[config.mk]
export PLATFORM = sky130hd
export DESIGN_NAME = sgcc_div
export DESIGN_NICKNAME = d
export VERILOG_FILES = /design/src/rtl/sgcc_div.sv
export SDC_FILE = /design/constraint.sdc
export NUM_CORES = 1
export LEC_CHECK = 0
export BUFFER_PORTS_ARGS = -buffer_cell sky130_fd_sc_hd__buf_2
export CORE_UTILIZATION = 50
export CTS_BUF_LIST = sky130_fd_sc_hd__clkbuf_4 sky130_fd_sc_hd__clkbuf_8 sky130_fd_sc_hd__clkbuf_16
export DETAILED_ROUTE_END_ITERATION = 10
export MAX_ROUTING_LAYER = met4
export PLACE_DENSITY = 0.67
export SLEW_MARGIN = 20
export SYNTH_ARGS = -nofsm -noshare
export SYNTH_HDL_FRONTEND = slang
export SYNTH_SLANG_ARGS = --single-unit
[constraint.sdc]
create_clock -name clk -period 12.65 [get_ports clk]
set_clock_uncertainty 0.15 [all_clocks]
set_input_delay 1.8975 -clock clk [delete_from_list [all_inputs] [get_ports clk]]
set_output_delay 1.8975 -clock clk [all_outputs]
set_load 0.03 [all_outputs]
[src/rtl/sgcc_div.sv]
// Iterative restoring divider, one quotient bit per cycle, eight-bit quotient.
module sgcc_div (
	input  logic        clk,
	input  logic        arst_n,
	input  logic        start,
	input  logic [23:0] num,
	input  logic [15:0] den,
	output logic        done,
	output logic [7:0]  quot,
	output logic        rem_nz
);
	logic [23:0] rem_q;
	logic [15:0] den_q;
	logic [7:0]  quot_q;
	logic [2:0]  bit_q;
	logic        run_q;
	logic        done_q;
	logic [23:0] trial;

	// Divisor aligned to the quotient bit under test.
	assign trial = 24'(den_q) << bit_q;

	always_ff @(posedge clk or negedge arst_n) begin
		if (!arst_n) begin
			run_q  <= 1'b0;
			done_q <= 1'b0;
			bit_q  <= '0;
		end else begin
			done_q <= 1'b0;
			if (start) begin
				run_q <= 1'b1;
				bit_q <= 3'd7;
			end else if (run_q) begin
				bit_q <= bit_q - 3'd1;
				if (bit_q == 3'd0) begin
					run_q  <= 1'b0;
					done_q <= 1'b1;
				end
			end
		end
	end

	always_ff @(posedge clk) begin
		if (start) begin
			rem_q  <= num;
			den_q  <= den;
			quot_q <= '0;
		end else if (run_q) begin
			if (rem_q >= trial) begin
				rem_q          <= rem_q - trial;
				quot_q[bit_q]  <= 1'b1;
			end
		end
	end

	assign done   = done_q;
	assign quot   = quot_q;
	assign rem_nz = (rem_q != '0);
endmodule

==> flow_summary_export.csv, run 1 <==
group,metric,value,unit
outcome,status,"finished clean",
pwr,powerDensity,230.1,mW/mm^2
cts,cts_max_level,2,
detailed_routing,routed_wl,9046,um
synth,synth_edf_count,40,
critical_path,crit_arrival,4.56,ns
cells_and_area,num_antenna_cells,0,
detailed_routing,dr.pass1.iters,5,
global_routing,grt_max_degree,65,
die,die_w,89.89,um
critical_path,worst_setup_path_end_kind,"register",
critical_path,crit_top_cell,"nand2_1",
synth,ys_ff_latch,53,
sta,maxSlewViolCount,0,
synth,syn_nets,482,
global_routing,grt_pass1_wl,14890,um
sta,min_period,4.878,ns
cts,cts_tree,"built",
cells_and_area,syn2layout_area_growth,10.46,%
critical_path,crit-reg2reg-launch,"bit_q[1]",
global_routing,grt_antenna_before_repair,0,
cts,ctsResizeCount,0,
worst_hold_path,min_path_cells,2,
critical_path,crit_chain,"inv_1 > nand3_1 > o21ai_0 > nand2_1 > ha_1 > a211oi_2 > o2111ai_2 > a31oi_4 > a21oi_2 > or3_4 > o211ai_4 > nand2_1",
critical_path,rrSetupSlack,7.77,ns
critical_path,cp_slowest_stage_delay,1.02,ns
global_routing,overflow,0,
synth,synth_cells,413,
detailed_routing,route.detailed.wl_per_inst,16.36,um
cts,postCtsSetupBuffers,0,
sta,setup_tns,0,ns
die,coreArea,0.007370,mm^2
global_routing,grt_use_total,23.67,%
die,die_area,0.008080,mm^2
sta,rsz0062_at_grt,"no",
synth,ys.flop_type,"edfxtp_1",
detailed_routing,first_iter_violations,143,
global_routing,grt_pass1_vias,3108,
sta,tightest_slew,1.017,ns
cts,root_buffer,"clkbuf_8",
detailed_routing,drc,0,
pwr,max-vdd-ir-drop,0.1228,mV
cts,holdBufCountCts,0,
critical_path,reg2reg_depth,12,
synth,seq_area_frac_synth,38.48,%
critical_path,critical_path.top_delay_family,"simple AND/OR/NAND/NOR gates",
sta,hold_violations,0,
cts,clockBufferDepth,2,
critical_path,crit_fanout,29,
place,place_inst,545,
critical_path,crit_path_start_kind,"register",
synth,ys_types,58,
run,maxCapViolCount,0,
critical_path,r2r-end,"rem_q[2]",
die,rows,31,
critical_path,critPathKind,"reg2reg",
detailed_routing,num_vias,3180,
die,io_pins,53,
sta,setup_viol,0,
pwr,power_leakage,1.709,nW
cts,path_clk_slew,0.10,ns
cells_and_area,fin_nets,522,
critical_path,path_buf_inv,1,
die,start_util,52.41,%
place,hpwl,6940,um
place,io_buffers,52,
worst_hold_path,hold_end,"quot[7]",
worst_hold_path,hp-start,"quot[7]",
cells_and_area,drive_above_1_share,18.50,%
cells_and_area,layout_common_cells,"nand2_1 (61), buf_2 (52), edfxtp_1 (40)",
synth,syn_area,0.003862,mm^2
worst_hold_path,min_path_type,"reg2reg",
place,gp_congestion,0.9771,
synth,syn_area_per_cell,9.352,um^2
detailed_routing,via_per_inst,5.750,
sta,fmax,205.0,MHz
cells_and_area,instances_no_fill,553,
cts,cts_inserted_buffers,5,
sta,fin_crit_sh,38.56,%
cts,cts_sinks,53,
cells_and_area,layout_commonest_cell,"nand2_1",
critical_path,crit_slowest_cell,"dfrtp_1",
cts,clk_latency,0.32,ns
synth,yosysWarningCount,0,
sta,slew_headroom,32.19,%
die,die_h,89.89,um
detailed_routing,ant_nets,0,
sta,holdWs,0.3117,ns
critical_path,cp.required,12.33,ns
synth,async_flop_share,9.434,%
[worst max-delay path by stage]
| stage | end | cells past startpoint | slack, ns | start |
|---|---|---|---|---|
| floorplan | rem_q[0] | 14 | 8.34 | bit_q[0] |
| finish | rem_q[2] | 12 | 7.77 | bit_q[1] |
| detailed placement | rem_q[0] | 12 | 7.80 | bit_q[0] |
| CTS | rem_q[2] | 12 | 7.79 | bit_q[0] |
| global route | rem_q[0] | 12 | 7.34 | bit_q[0] |
| global placement | rem_q[0] | 11 | 7.94 | bit_q[1] |
[state kept, by name, indices dropped and copies added (netlist names)]
signal and flops:
rem_q 24, den_q 16, run_q 1, bit_q 3, quot 8, done 1
[layer usage]
layer  global-route usage, %  share of wire, %
met5                       -                 0
met2                   39.10                48
met1                   29.81                46
met4                   8.333               2.1
met3                   3.384               3.6
[logic make-up (layout without fill, tap and decap cells)]
kind of cell	Yosys count	after routing	share of synthesized area, %
AO/OA/AOI/OAI	121	121	20.54
XOR/XNOR	18	18	4.082
adder cells (fa/ha/maj)	26	26	8.617
buffers and inverters	42	83	4.114
flip-flops	53	53	38.48
multiplexers	26	26	8.843
AND/OR/NAND/NOR	127	127	15.32
[through the flow]
step / util [%] / total power, mW / instance area [um^2] / setup WS [ns]
6_report: 57.89 / 0.9820 / 4267 / 7.772
3_3_place_gp: 56.69 / 0.8750 / 4178 / 7.937
5_1_grt: 57.89 / 1.058 / 4267 / 7.341
3_5_place_dp: 56.69 / 0.8765 / 4178 / 7.799
4_1_cts: 57.89 / 0.9783 / 4267 / 7.785
2_1_floorplan: - / 0.7392 / 3862 / 8.345
[Yosys cell counts (3+ instances only)]
| cell | number | area share (%) |
|---|---|---|
| a211oi_1 | 4 | 0.78 |
| a21o_1 | 3 | 0.58 |
| a21oi_1 | 27 | 3.5 |
| a21oi_2 | 5 | 1.1 |
| a31oi_1 | 3 | 0.49 |
| clkbuf_1 | 17 | 1.7 |
| dfrtp_1 | 5 | 3.2 |
| dfxtp_1 | 8 | 4.1 |
| edfxtp_1 | 40 | 31 |
| ha_1 | 25 | 8.1 |
| inv_1 | 21 | 2.0 |
| mux2_2 | 5 | 1.5 |
| mux2i_1 | 15 | 3.9 |
| mux4_2 | 6 | 3.5 |
| nand2_1 | 61 | 5.9 |
| nand3_1 | 8 | 1.0 |
| nand4_1 | 6 | 0.97 |
| nor2_1 | 18 | 1.7 |
| nor2b_1 | 4 | 0.65 |
| nor3_1 | 8 | 1.0 |
| nor4_1 | 8 | 1.3 |
| o211ai_1 | 4 | 0.78 |
| o21a_1 | 4 | 0.78 |
| o21ai_0 | 37 | 4.8 |
| o21ai_1 | 6 | 0.78 |
| o32ai_1 | 6 | 1.4 |
| xnor2_1 | 12 | 2.7 |
| xor2_1 | 6 | 1.4 |
[worst reg2reg max path: cells and delay by family (launching register included)]
| kind | cells | cell delay [ns] |
|---|---|---|
| simple gates | 4 | 1.33 |
| compound gates | 6 | 1.22 |
| flops | 1 | 1.02 |
| buf+inv | 1 | 0.33 |
| fa+ha+maj | 1 | 0.33 |
[report_power, final]
part / switching [mW] / internal (mW)
Sequential: 0.0463 / 0.266
Clock: 0.0586 / 0.0417
Combinational: 0.347 / 0.223
Total: 0.452 / 0.530
[area by class of cell]
class,instances,area [um^2]
clock buffers,6,76.32
flip-flops and latches,53,1486
fillers,680,3103
clock inverters,2,12.51
repair buffers,53,267.8
multi-input cells,318,2217
inverters,22,82.58
well taps,99,123.9
Note: power is estimated with default switching activity, not from simulation.
==> inputs of run 2 (changes only) <==
Settings changed: ABC_AREA set to 1, PLACE_DENSITY 0.67 to 0.69.
Clock period 12.65 ns to 4.44 ns, I/O delays scaled along.
==> run 2 against run 1 <==
Fmax increased by 32%. Worst setup slack got worse by 7.0 ns. Synthesized cell count increased by 48%. Sequential share of layout area decreased by 2.9 points. Routed wire length increased by 27%. Via count increased by 30%. Critical endpoint is now rem_q[1]. Largest power group unchanged.
==> flow_summary_export.csv, run 2 <==
group,metric,value,unit
outcome,status,"finished clean",
critical_path,worst_setup_path_end_kind,"register",
die,io_pins,53,
sta,slew_headroom,37.55,%
cts,root_buffer,"clkbuf_8",
run,maxCapViolCount,0,
synth,syn_nets,681,
die,start_util,51.30,%
synth,yosysWarningCount,0,
cts,path_clk_slew,0.11,ns
synth,ys_ff_latch,53,
synth,synth_edf_count,40,
critical_path,critPathKind,"reg2reg",
sta,tightest_slew,0.9357,ns
place,gp_congestion,0.9552,
place,hpwl,9009,um
synth,yosys.area.top_type,"edfxtp_1",
critical_path,cp.required,4.36,ns
cells_and_area,instances_no_fill,767,
synth,seq_area_frac_synth,35.44,%
pwr,max-vdd-ir-drop,0.3169,mV
critical_path,crit_arrival,3.63,ns
detailed_routing,ant_nets,0,
die,rows,33,
sta,rsz0062_at_grt,"no",
sta,setup_tns,0,ns
die,die_w,93.59,um
detailed_routing,routed_wl,11470,um
global_routing,grt_max_degree,55,
detailed_routing,first_iter_violations,245,
place,place_inst,758,
cts,clockBufferDepth,2,
detailed_routing,via_per_inst,5.382,
cells_and_area,fin_nets,730,
cells_and_area,drive_above_1_share,12.08,%
synth,yosys-top-cells-count,"nand2_1 (220), inv_1 (71), o21ai_0 (51)",
detailed_routing,dr.pass1.iters,5,
cells_and_area,layout_common_cells,"nand2_1 (220), inv_1 (71), buf_2 (52)",
sta,fmax,269.7,MHz
place,dpl_cell_area,0.004547,mm^2
cells_and_area,final_area,0.004649,mm^2
cells_and_area,syn2layout_area_growth,10.86,%
cells_and_area,largest_register,"rem_q",
cells_and_area,largest_reg_flops,24,
synth,syn_area,0.004194,mm^2
cts,cts_sinks,53,
global_routing,grt_antenna_before_repair,0,
pwr,power_leakage,2.257,nW
cells_and_area,layout_commonest_cell,"nand2_1",
worst_hold_path,min_path_type,"reg2reg",
place,io_buffers,52,
synth,syn_area_per_cell,6.853,um^2
place,pre_cts_slack,0.8146,ns
global_routing,overflow,0,
synth,ys_types,35,
cts,ctsResizeCount,0,
die,die_h,93.59,um
cts,cts_tree,"built",
synth,synth_most_common_cell,"nand2_1",
sta,fin_ws,0.7322,ns
detailed_routing,route.detailed.wl_per_inst,14.95,um
detailed_routing,drc,0,
synth,synth_area_leaders,"edfxtp_1 (29%), nand2_1 (20%), ha_1 (7.5%), inv_1 (6.4%), o21ai_0 (6.1%)",
cts,clk_latency,0.32,ns
cts,cts_max_level,2,
global_routing,grt_use_total,27.77,%
synth,synth_top_area_share,28.64,%
global_routing,grt_pass1_wl,18170,um
synth,async_flop_share,9.434,%
cts,cts_inserted_buffers,5,
die,coreArea,0.008175,mm^2
synth,ys.flop_type,"edfxtp_1",
cells_and_area,num_antenna_cells,0,
die,die_area,0.008758,mm^2
sta,hold_violations,0,
sta,maxSlewViolCount,0,
pwr,powerDensity,617.3,mW/mm^2
detailed_routing,num_vias,4128,
sta,setup_viol,0,
global_routing,grt_pass1_vias,3659,
critical_path,crit_path_start_kind,"register",
sta,fin_crit_sh,83.51,%
sta,min_period,3.708,ns
critical_path,crit_fanout,24,
synth,synth_cells,612,
## run 2: repair_timing
action / 4_1_cts / 5_1_grt
setup buffers: 0 / 0
hold buffers: 1 / 0
hold endpoints to repair: 5 / 0
## run 2: final cells by class
type                       count  area (um^2)
clock buffer                   5        68.82
fill                         811         3526
sequential                    53         1486
timing repair buffer          59        327.8
multi-input combinational    470         2341
clock inverter                 3        23.77
inverter                      72        270.3
tap                          105        131.4
## run 2: kinds of logic after synthesis
group / after synthesis / synth area share [%]
buf+inv: 89 / 8.741
fa+ha+maj: 26 / 7.936
mux: 4 / 0.9547
compound gates: 95 / 11.63
simple gates: 345 / 35.29
flops: 53 / 35.44
## run 2: final timing paths
kind / from / to / slack, ns / cells past startpoint
worst min-delay path: quot[6] / quot[6] / 0.30 / 2
min in group asynchronous: arst_n / done / 0.53 / 2
worst max-delay path: bit_q[1] / rem_q[1] / 0.73 / 13
worst max register to register: bit_q[1] / rem_q[1] / 0.73 / 13
worst min register to register: quot[6] / quot[6] / 0.30 / 2
max in group asynchronous: arst_n / bit_q[1] / 3.47 / 2
## run 2: where the power goes
group	internal (mW)	leakage (nW)	switching (mW)
Clock	0.116	0.0509	0.188
Sequential	0.722	0.527	0.115
Combinational	0.583	1.68	1.14
Total	1.42	2.26	1.45
## run 2: through the flow
step / hold slack, ns / utilization [%] / power (mW)
2_1_floorplan: 0.2204 / - / 2.075
3_3_place_gp: 0.2850 / 55.62 / 2.516
3_5_place_dp: 0.2887 / 55.62 / 2.529
4_1_cts: 0.3055 / 56.87 / 2.847
5_1_grt: 0.3324 / 56.87 / 3.122
6_report: 0.3008 / 56.87 / 2.870
## run 2: worst max-delay path, stage by stage (launching register included)
cell and delay [ns]:
dfrtp_1 0.54, inv_1 0.53, o21ai_0 0.24, o21ai_0 0.30, ha_1 0.34, nand2_1 0.15, inv_1 0.05, a21oi_1 0.22
nand2_1 0.16, nand2_1 0.14, nand4_4 0.19, nand2_1 0.11, nand2_1 0.09, buf_12 0.22
## run 2: per-layer routing
layer	vias to the layer above	share of wire, %	track usage [%]
met2	146	45	42.03
met5	-	0	-
met4	0	2.0	7.692
li1	2112	-	-
met1	1853	48	39.25
met3	17	5.7	3.171
