===== src/rtl/sgcc_sqrt.sv =====
// Iterative integer square root, two radicand bits per cycle.
module sgcc_sqrt (
	input  logic        clk,
	input  logic        arst_n,
	input  logic        start,
	input  logic [31:0] value,
	output logic        done,
	output logic [15:0] root
);
	logic [17:0] rem_q;
	logic [15:0] root_q;
	logic [31:0] val_q;
	logic [3:0]  cnt_q;
	logic        run_q;
	logic        done_q;
	logic [17:0] rem_n;
	logic [17:0] trial;

	// One restoring step: bring down two bits and try the next root bit.
	always_comb begin
		rem_n = {rem_q[15:0], val_q[31:30]};
		trial = {root_q, 2'b01};
	end

	always_ff @(posedge clk or negedge arst_n) begin
		if (!arst_n) begin
			run_q  <= 1'b0;
			done_q <= 1'b0;
			cnt_q  <= '0;
		end else begin
			done_q <= 1'b0;
			if (start) begin
				run_q <= 1'b1;
				cnt_q <= '0;
			end else if (run_q) begin
				cnt_q <= cnt_q + 4'd1;
				if (cnt_q == 4'd15) begin
					run_q  <= 1'b0;
					done_q <= 1'b1;
				end
			end
		end
	end

	// Datapath needs no reset.
	always_ff @(posedge clk) begin
		if (start) begin
			rem_q  <= '0;
			root_q <= '0;
			val_q  <= value;
		end else if (run_q) begin
			val_q <= {val_q[29:0], 2'b00};
			if (rem_n >= trial) begin
				rem_q  <= rem_n - trial;
				root_q <= {root_q[14:0], 1'b1};
			end else begin
				rem_q  <= rem_n;
				root_q <= {root_q[14:0], 1'b0};
			end
		end
	end

	assign done = done_q;
	assign root = root_q;
endmodule


===== config.mk =====
export PLATFORM = sky130hd
export DESIGN_NAME = sgcc_sqrt
export DESIGN_NICKNAME = d
export VERILOG_FILES = /design/src/rtl/sgcc_sqrt.sv
export SDC_FILE = /design/constraint.sdc
export NUM_CORES = 1
export LEC_CHECK = 0
export ABC_AREA = 1
export ABC_CLOCK_PERIOD_IN_PS = 3700
export BUFFER_PORTS_ARGS = -buffer_cell sky130_fd_sc_hd__buf_4
export CAP_MARGIN = 20
export CORE_MARGIN = 10
export CORE_UTILIZATION = 62
export CTS_CLUSTER_DIAMETER = 30
export DETAILED_ROUTE_END_ITERATION = 16
export MAX_ROUTING_LAYER = met4
export PLACE_DENSITY = 0.85
export SLEW_MARGIN = 20
export SYNTH_ARGS = -nofsm -noshare
export SYNTH_HDL_FRONTEND = slang
export SYNTH_SLANG_ARGS = --single-unit

===== constraint.sdc =====
create_clock -name clk -period 3.7 [get_ports clk]
set_input_delay 0 -clock clk [delete_from_list [all_inputs] [get_ports clk]]
set_output_delay 0 -clock clk [all_outputs]
set_load 0.005 [all_outputs]

==> results.cfg, run 1 <==
[outcome]
status = complete, but fails checks
violations = negative hold slack

[routing]
routed_wl_um = 10500
drt.antenna.violating_nets = 0
drtIter0Drc = 291
via_count = 3690
drt-wirelength-per-cell_um = 15.3
firstDrtPassIters = 5
drc = 0
routed_via_density = 5.36

[power]
p_per_area_nw_per_um2 = 680
ir_worst_vdd_mv = 0.382
total_power_mw = 3.27
p_leak_nw = 2.50

[synthesis]
synthCells = 526
ys_seq_area_share_pct = 44.9
synth_top_area_cell = edfxtp_1
syn_nets = 580
synth_top_cells_by_area = edfxtp_1 25%, nand2_1 20%, dfxtp_1 16%
synth.top_cell.area_share_pct = 24.7
netlist_area_um2 = 3900
synth.avg_cell_area_um2 = 7.41
yosys_warnings = 0
synth_cell_types = 34
ys_ff_latch = 70

[worst_setup_path]
crit_fanout = 22
reg2reg_slack_ns = 1.20
cpMostUsedCell = nand2_1
worst_ep_arrival_time_ns = 2.74
path_class = reg2reg
cpLargestDelayFamily = simple AND/OR/NAND/NOR gates
max_stage_delay_ns = 0.44
path_cells = inv_1 > ha_1 > nand2_2 > nor2_1 > nand2_1 > o21ai_2 > nor2_2 > nand2_4 > or2_2 > nand3_1 > nand2_1
cp.required_ns = 3.94
path_buf_inv = 1
cpMaxStageDelayCell = nor2_2
worst_setup_path_start_kind = register
critPathCaptureType = register

[global_routing]
grt_pass1_vias = 3583
grt_max_degree = 49
antenna_found_initial = 1
grt_pass1_wl_um = 17000
grt_overflow = 0
grt_use_total_pct = 21.8

[finish]
final_nets = 661
fin_cells = 688
drive_gt1_share_pct = 13.9
area_growth_pct = 23.4

[floorplan]
dieArea_um2 = 9860
design.core.area_um2 = 6030
fp.dieH_um = 99.3
ioPinCount = 52
die_w_um = 99.3
rows = 28
initial_core_util_pct = 64.7

[timing]
max_freq_mhz = 401
setup_ws_ns = 1.20
fin_crit_ns = 2.50
fin_crit_sh_pct = 67.4
setup_violations = 0
skew_ns = 0.0124
finalHoldViolCount = 6
worst_slew_pin_slew_ns = 0.611
relSlewSlack_pct = 59.3
fin_hold_ws_ns = -0.0119
drv_slew = 0
rsz0062_at_grt = no
setup_tns_ns = 0

[placement]
globalplace.congestion = 0.962
place_hpwl_um = 6790
placed_cells = 638
pre_cts_slack_ns = 1.25
port_buffers = 51

[clock_network]
cts-resized-gates = 0
clock_sinks = 70
clock_latency_ns = 0.36
clockBufferDepth = 2
cts_tree = built
h-tree-depth = 3
clk_pin_slew_worst_paths_ns = 0.07
cts_root_buf = clkbuf_8
post-cts-setup-buffers = 0
cts_buffers = 9

[flow_run]
maxCapViolCount = 0

[hold_path]
hold_path_class = in2async
synthesized netlist by cell type:
cell type / number
a21o_1: 1
a21oi_1: 11
a31oi_1: 1
buf_1: 4
buf_2: 7
buf_6: 1
buf_8: 1
clkbuf_1: 5
clkinv_1: 2
dfrtp_1: 6
dfxtp_1: 32
edfxtp_1: 32
ha_1: 19
inv_1: 71
inv_2: 4
nand2_1: 207
nand2_2: 4
nand2_4: 1
nand3_1: 35
nand3_2: 1
nand4_1: 14
nor2_1: 24
nor2_2: 2
nor3_1: 4
nor4_1: 1
o211ai_1: 3
o21ai_0: 6
o21ai_1: 1
o21ai_2: 1
o21bai_1: 2
o22ai_1: 15
or2_2: 2
xnor2_1: 2
xor2_1: 4
registers in the layout, indices dropped and copies added, names as in the netlist:
register,count
val_q,32
rem_q,16
root,16
cnt_q,4
done,1
run_q,1
through the flow:
step	utilization, %	instance area [µm²]
final	79.8	4810
after global routing	79.8	4810
after CTS	79.8	4810
after detailed placement	71.5	4310
after global placement	71.5	4310
after floorplan	-	3900
routing by layer:
layer | share of wire [%] | up-vias | global-route usage (%) | wire (µm)
li1 | - | 1841 | - | -
met1 | 43 | 1683 | 26.0 | 4500
met2 | 49 | 139 | 35.4 | 5140
met3 | 6.1 | 27 | 4.71 | 648
met4 | 2.4 | 0 | 8.05 | 257
met5 | 0 | - | - | 0
area by class of cell:
type	instances	area [µm²]
multi-input combinational	361	1760
sequential	70	1750
fill	393	1220
timing repair buffer	88	743
inverter	77	289
clock buffer	10	128
tap	75	93.8
clock inverter	6	40.0
antenna	1	2.50
power breakdown:
| part | switching [mW] | total (mW) | internal (mW) |
|---|---|---|---|
| clock network | 0.299 | 0.541 | 0.242 |
| registers | 0.0795 | 1.00 | 0.925 |
| logic | 1.10 | 1.73 | 0.629 |
path summary, 6_finish.rpt:
path,cells after the start,to,from
setup / recovery,11,rem_q[13]$_SDFFE_PP0P_,root[5]$_SDFFE_PP0P_
hold / removal,2,cnt_q[0]$_DFFE_PN0P_,arst_n
setup reg to reg,11,rem_q[13]$_SDFFE_PP0P_,root[5]$_SDFFE_PP0P_
hold reg to reg,1,cnt_q[3]$_DFFE_PN0P_,cnt_q[3]$_DFFE_PN0P_
max in group asynchronous,2,run_q$_DFF_PN0_,arst_n
min in group clk,2,rem_q[14]$_SDFFE_PP0P_,start
cells by family (layout without fill, tap and decap cells):
kind of cell / Yosys count / after routing / synth area share, %
other: 0 / 1 / 0
XOR/XNOR: 6 / 6 / 1.35
adder cells (fa/ha/maj): 19 / 19 / 6.10
buffers and inverters: 95 / 181 / 9.86
AND/OR/NAND/NOR: 295 / 295 / 31.5
flip-flops: 70 / 70 / 44.9
AO/OA/AOI/OAI: 41 / 41 / 6.26
placed cells by master, fill, tap and decap left out, drive strengths merged, types with 2 or more instances in the layout:
cell type / instances
a21oi: 11
buf: 55
clkbuf: 10
clkinv: 7
dfrtp: 6
dfxtp: 32
dlygate4sd3: 33
edfxtp: 32
ha: 19
inv: 75
nand2: 212
nand3: 36
nand4: 14
nor2: 26
nor3: 4
o211ai: 3
o21ai: 8
o21bai: 2
o22ai: 15
or2: 2
xnor2: 2
xor2: 4
what timing repair did:
item,4_1_cts,5_1_grt
endpoints found under the hold margin,38,0
setup endpoints to repair,0,0
hold buffers,33,0
No activity file was read; power rests on OpenSTA's default activity.
==> run 2: changes to the inputs <==
Settings changed: ABC_CLOCK_PERIOD_IN_PS 3700 to 2550, CORE_UTILIZATION 62 to 58, PLACE_DENSITY 0.85 to 0.8.
Clock period 3.7 ns to 2.55 ns, I/O delays scaled along.
==> results.cfg, run 2 (synthesized netlist as in run 1, its figures left out) <==
[outcome]
status = completed

[floorplan]
dieArea_um2 = 10400
fp.dieH_um = 102
rows = 29
ioPinCount = 52
die_w_um = 102
initial_core_util_pct = 60.7
design.core.area_um2 = 6420

[placement]
port_buffers = 51
place_hpwl_um = 6690
globalplace.congestion = 0.987
placed_cells = 643
placed_area_um2 = 4330

[timing]
skew_ns = 0.0167
worst_slew_pin_slew_ns = 0.573
max_freq_mhz = 443
fin_crit_sh_pct = 88.5
fin_crit_ns = 2.26
rsz0062_at_grt = no
drv_slew = 0
setup_violations = 0
setup_tns_ns = 0
relSlewSlack_pct = 61.8
finalHoldViolCount = 0

[finish]
largest_reg_flops = 32
final_common_cell = nand2_1
fin_cells = 693
fillCellCount = 486
post-route-cell-area_um2 = 4880
area_growth_pct = 25.2
drive_gt1_share_pct = 14.4
antenna_cells = 0
final_nets = 665
max_flop_register = val_q
layout_common_cells = 207 x nand2_1, 71 x inv_1, 58 x buf_4, 35 x nand3_1, 34 x dlygate4sd3_1

[worst_setup_path]
worst_ep_arrival_time_ns = 2.49
path_cells = inv_1 > ha_1 > nand2_2 > inv_1 > nand2_1 > nand2_1 > inv_2 > nand3_2 > nand2_2 > nand2_4 > or2_2 > nand3_1 > nand2_1
reg2reg_depth = 13
path_class = reg2reg
cpMostUsedCell = nand2_1
reg2reg_slack_ns = 0.29
cp.required_ns = 2.78
max_stage_delay_ns = 0.38
critPathCaptureType = register
r2r-end = rem_q[15]$_SDFFE_PP0P_
crit-reg2reg-launch = root[6]$_SDFFE_PP0P_
crit_fanout = 22
cpMaxStageDelayCell = ha_1
worst_setup_path_start_kind = register

[power]
ir_worst_vdd_mv = 0.567
p_per_area_nw_per_um2 = 997
p_leak_nw = 2.54
total_power_mw = 4.87

[global_routing]
grt_pass1_wl_um = 16100
grt_max_degree = 46
grt_overflow = 0
grt_use_total_pct = 20.2
antenna_found_initial = 0
grt_pass1_vias = 3514

[clock_network]
h-tree-depth = 3
clk_pin_slew_worst_paths_ns = 0.08
clockBufferDepth = 2
cts_tree = built
cts_root_buf = clkbuf_8
clock_latency_ns = 0.35
cts_buffers = 9
clock_sinks = 70

[hold_path]
worstHoldStart = start
min_to = rem_q[14]$_SDFFE_PP0P_
hold_path_class = in2reg
holdPathStages = 2

[routing]
routed_wl_um = 9770
topRoutingLayerUsed = met4
drt-wirelength-per-cell_um = 14.1
firstDrtPassIters = 5
met3_wirelength_um = 516
drtIter0Drc = 200
drc = 0
via_count = 3623
wl_met1_um = 4200
drt.antenna.violating_nets = 0
routed_via_density = 5.23
dr_wl_met2_um = 4770

[flow_run]
maxCapViolCount = 0
==> run 2: worst max-delay path by stage <==
stage                                from                     end  slack [ns]  cells after the start
floorplan           root[11]$_SDFFE_PP0P_  rem_q[13]$_SDFFE_PP0P_        0.78                     13
global route         root[5]$_SDFFE_PP0P_  rem_q[13]$_SDFFE_PP0P_        0.09                     13
finish               root[6]$_SDFFE_PP0P_  rem_q[15]$_SDFFE_PP0P_        0.29                     13
detailed placement   root[6]$_SDFFE_PP0P_  rem_q[15]$_SDFFE_PP0P_        0.33                     13
CTS                  root[6]$_SDFFE_PP0P_  rem_q[15]$_SDFFE_PP0P_        0.30                     13
global placement     root[7]$_SDFFE_PP0P_  rem_q[13]$_SDFFE_PP0P_        0.37                     13
==> run 2: what timing repair did <==
item | 4_1_cts | 5_1_grt
setup buffers | 0 | 0
hold endpoints to repair | 38 | 0
hold buffers | 34 | 0
gates resized for setup | 0 | 0
endpoints found under the setup margin | 0 | 0
==> run 2: area by class of cell <==
class                   count  area, µm²  area share (%)
inverters                  77        289            5.92
repair buffers             92        776            15.9
well taps                  77       96.3            1.97
clock inverters             6       68.8            1.41
clock buffers              10        138            2.82
multi-input cells         361       1760            36.1
flip-flops and latches     70       1750            35.9
==> run 2: power by group <==
group	switching [mW]	leakage [nW]	internal [mW]
Clock	0.455	0.103	0.486
Combinational	1.54	1.74	0.934
Sequential	0.114	0.692	1.34
==> run 2: routing by layer <==
metal | GRT usage, % | vias to the layer above
li1 | - | 1857
met3 | 3.44 | 22
met2 | 33.1 | 110
met4 | 10.1 | 0
met5 | - | -
met1 | 23.5 | 1634
==> run 2: critical path: cells and delay by family (launching register included) <==
| kind | cells | cell delay, ns |
|---|---|---|
| flops | 1 | 0.33 |
| fa+ha+maj | 1 | 0.38 |
| simple gates | 9 | 1.24 |
| buf+inv | 3 | 0.20 |
==> run 2: stage by stage <==
stage / hold slack, ns / util [%] / worst slack, ns
global route: 0.0878 / 76.0 / 0.0854
floorplan: -0.296 / - / 0.781
CTS: 0.0637 / 76.0 / 0.303
finish: 0.0772 / 76.0 / 0.294
global placement: -0.192 / 67.5 / 0.365
detailed placement: -0.190 / 67.5 / 0.325
==> run 3: changes to the inputs <==
Settings changed: ABC_AREA 1 to default.
==> results.cfg, run 3 <==
[synthesis]
yosys_warnings = 0
synth.avg_cell_area_um2 = 11.0
synth_top_area_cell = edfxtp_1
synth_cell_types = 54
synthCells = 345
syn_nets = 399
ys_ff_latch = 70
async_flop_share_pct = 8.57
synth.most_common_cell = nor2_1
ys_seq_area_share_pct = 46.0
synth.top_cell.area_share_pct = 25.2
yosys-top-cells-count = 40 x nor2_1, 32 x dfxtp_1, 32 x edfxtp_1, 30 x mux2_2, 27 x mux2i_1
synth-main-ff-cell = edfxtp_1
netlist_area_um2 = 3810
synth_edf_count = 32
synth_top_cells_by_area = edfxtp_1 25%, dfxtp_1 17%, mux2_2 8.9%

[timing]
worst_slew_pin_slew_ns = 0.593
setup_tns_ns = 0
setup_violations = 0
max_freq_mhz = 405
drv_slew = 0
fin_crit_sh_pct = 96.8
skew_ns = 0.0169
fin_hold_ws_ns = 0.0738
fin_crit_ns = 2.47
relSlewSlack_pct = 60.4
finalHoldViolCount = 0

[finish]
fin_cells = 526
final_nets = 498
final_common_cell = buf_4
fillCellCount = 395
multi_input_area_um2 = 2020
area_growth_pct = 31.7
drive_gt1_share_pct = 34.5
regArea_um2 = 1760
largest_reg_flops = 32
post-route-cell-area_um2 = 5010
max_flop_register = val_q
antenna_cells = 0
layout_common_cells = 67 x buf_4, 40 x nor2_1, 34 x dlygate4sd3_1, 32 x edfxtp_1, 30 x mux2_2

[routing]
drc = 0
drt.antenna.violating_nets = 0
drt-wirelength-per-cell_um = 18.4
firstDrtPassIters = 5
routed_wl_um = 9690
via_count = 3034
routed_via_density = 5.77
drtIter0Drc = 161

[worst_setup_path]
startpoint = root[11]$_SDFFE_PP0P_
crit_fanout = 9
critPathCaptureType = register
crit-reg2reg-launch = root[11]$_SDFFE_PP0P_
reg2reg_depth = 9
worst_ep_arrival_time_ns = 2.66
crit_end = rem_q[11]$_SDFFE_PP0P_
worst_setup_path_start_kind = register
cp.required_ns = 2.74
reg2reg_slack_ns = 0.08
path_class = reg2reg
r2r-end = rem_q[11]$_SDFFE_PP0P_

[global_routing]
grt_pass1_vias = 3169
antenna_found_initial = 0
grt_overflow = 0
grt_max_degree = 50
grt_pass1_wl_um = 15500
grt_use_total_pct = 19.5

[floorplan]
fp.dieH_um = 101
die_w_um = 101
dieArea_um2 = 10200
initial_core_util_pct = 60.0
rows = 29
design.core.area_um2 = 6350
ioPinCount = 52

[placement]
globalplace.congestion = 0.946
port_buffers = 51
place_hpwl_um = 5700
placed_cells = 473
placed_area_um2 = 4290

[clock_network]
h-tree-depth = 3
clockBufferDepth = 2
cts_tree = built
clock_latency_ns = 0.35
cts_buffers = 9
clock_sinks = 70
clk_pin_slew_worst_paths_ns = 0.08
cts_root_buf = clkbuf_8

[power]
p_per_area_nw_per_um2 = 986
total_power_mw = 4.95
p_leak_nw = 2.17
ir_worst_vdd_mv = 0.719

[flow_run]
maxCapViolCount = 0

[outcome]
status = completed

[hold_path]
hold_path_class = in2reg
worstHoldStart = start
[run 3: cell types whose count changed after synthesis, sizes merged, moves of 5 or more]
cell	previous run	this run
a211oi	0	17
nand2	212	15
nand3	36	2
mux2i	0	27
buf	13	6
clkbuf	5	10
o22ai	15	0
xnor2	2	8
mux2	0	30
inv	75	21
nor2	26	40
and3	0	6
nand4	14	3
[run 3: timing repair]
| item | in CTS | in global routing |
|---|---|---|
| hold buffers | 34 | 0 |
| setup endpoints to repair | 0 | 15 |
| hold endpoints to repair | 38 | 0 |
| gates resized for setup | 0 | 31 |
| buffers inserted | 0 | 2 |
[run 3: logic make-up (layout without fill, tap and decap cells)]
group,count (synthesis),after routing,synth area share (%)
AO/OA/AOI/OAI,62,62,12.3
buffers and inverters,37,141,5.06
flip-flops,70,70,46.0
AND/OR/NAND/NOR,85,85,10.9
multiplexers,57,57,16.0
XOR/XNOR,15,15,3.45
adder cells (fa/ha/maj),19,19,6.24
[run 3: area by class of cell]
cell class | instances | area share, %
well taps | 77 | 1.92
flip-flops and latches | 70 | 35.1
inverters | 21 | 1.57
repair buffers | 104 | 17.4
clock buffers | 11 | 2.62
clock inverters | 5 | 1.22
multi-input cells | 238 | 40.2
[run 3: worst min path at each step]
| stage | to | cells past startpoint |
|---|---|---|
| 6_report | cnt_q[2]$_DFFE_PN0P_ | 2 |
| 3_5_place_dp | done$_DFF_PN0_ | 1 |
| 5_1_grt | cnt_q[0]$_DFFE_PN0P_ | 2 |
| 2_1_floorplan | cnt_q[0]$_DFFE_PN0P_ | 0 |
| 4_1_cts | root[4]$_SDFFE_PP0P_ | 2 |
| 3_3_place_gp | done$_DFF_PN0_ | 1 |
[run 3: stage by stage]
step | worst slack, ns | utilization [%]
after floorplan | 0.138 | -
after global placement | 0.104 | 67.6
after detailed placement | 0.0435 | 67.6
after CTS | 0.0221 | 76.0
after global routing | -0.0382 | 79.0
final | 0.0828 | 79.0
[run 3: routing by layer]
metal / GRT usage, % / up-vias / part of all wire, %
li1: - / 1446 / -
met4: 6.86 / 0 / 2.5
met3: 4.32 / 22 / 4.8
met5: - / - / 0
met2: 32.7 / 96 / 52
met1: 22.6 / 1470 / 40
[run 3: power breakdown]
part / leakage (nW) / total [mW] / internal (mW) / switching, mW
Clock: 0.0858 / 0.902 / 0.455 / 0.447
Sequential: 0.684 / 1.48 / 1.35 / 0.131
Combinational: 1.40 / 2.56 / 1.32 / 1.24
Total: 2.17 / 4.95 / 3.13 / 1.82
[run 3: critical path, stage by stage, from the launching register on]
cell	delay (ns)
dfxtp_2	0.36
inv_1	0.08
ha_4	0.29
a21oi_1	0.17
o21ai_0	0.14
and2b_2	0.23
a2111oi_4	0.47
buf_6	0.23
mux2i_1	0.24
a211oi_1	0.11
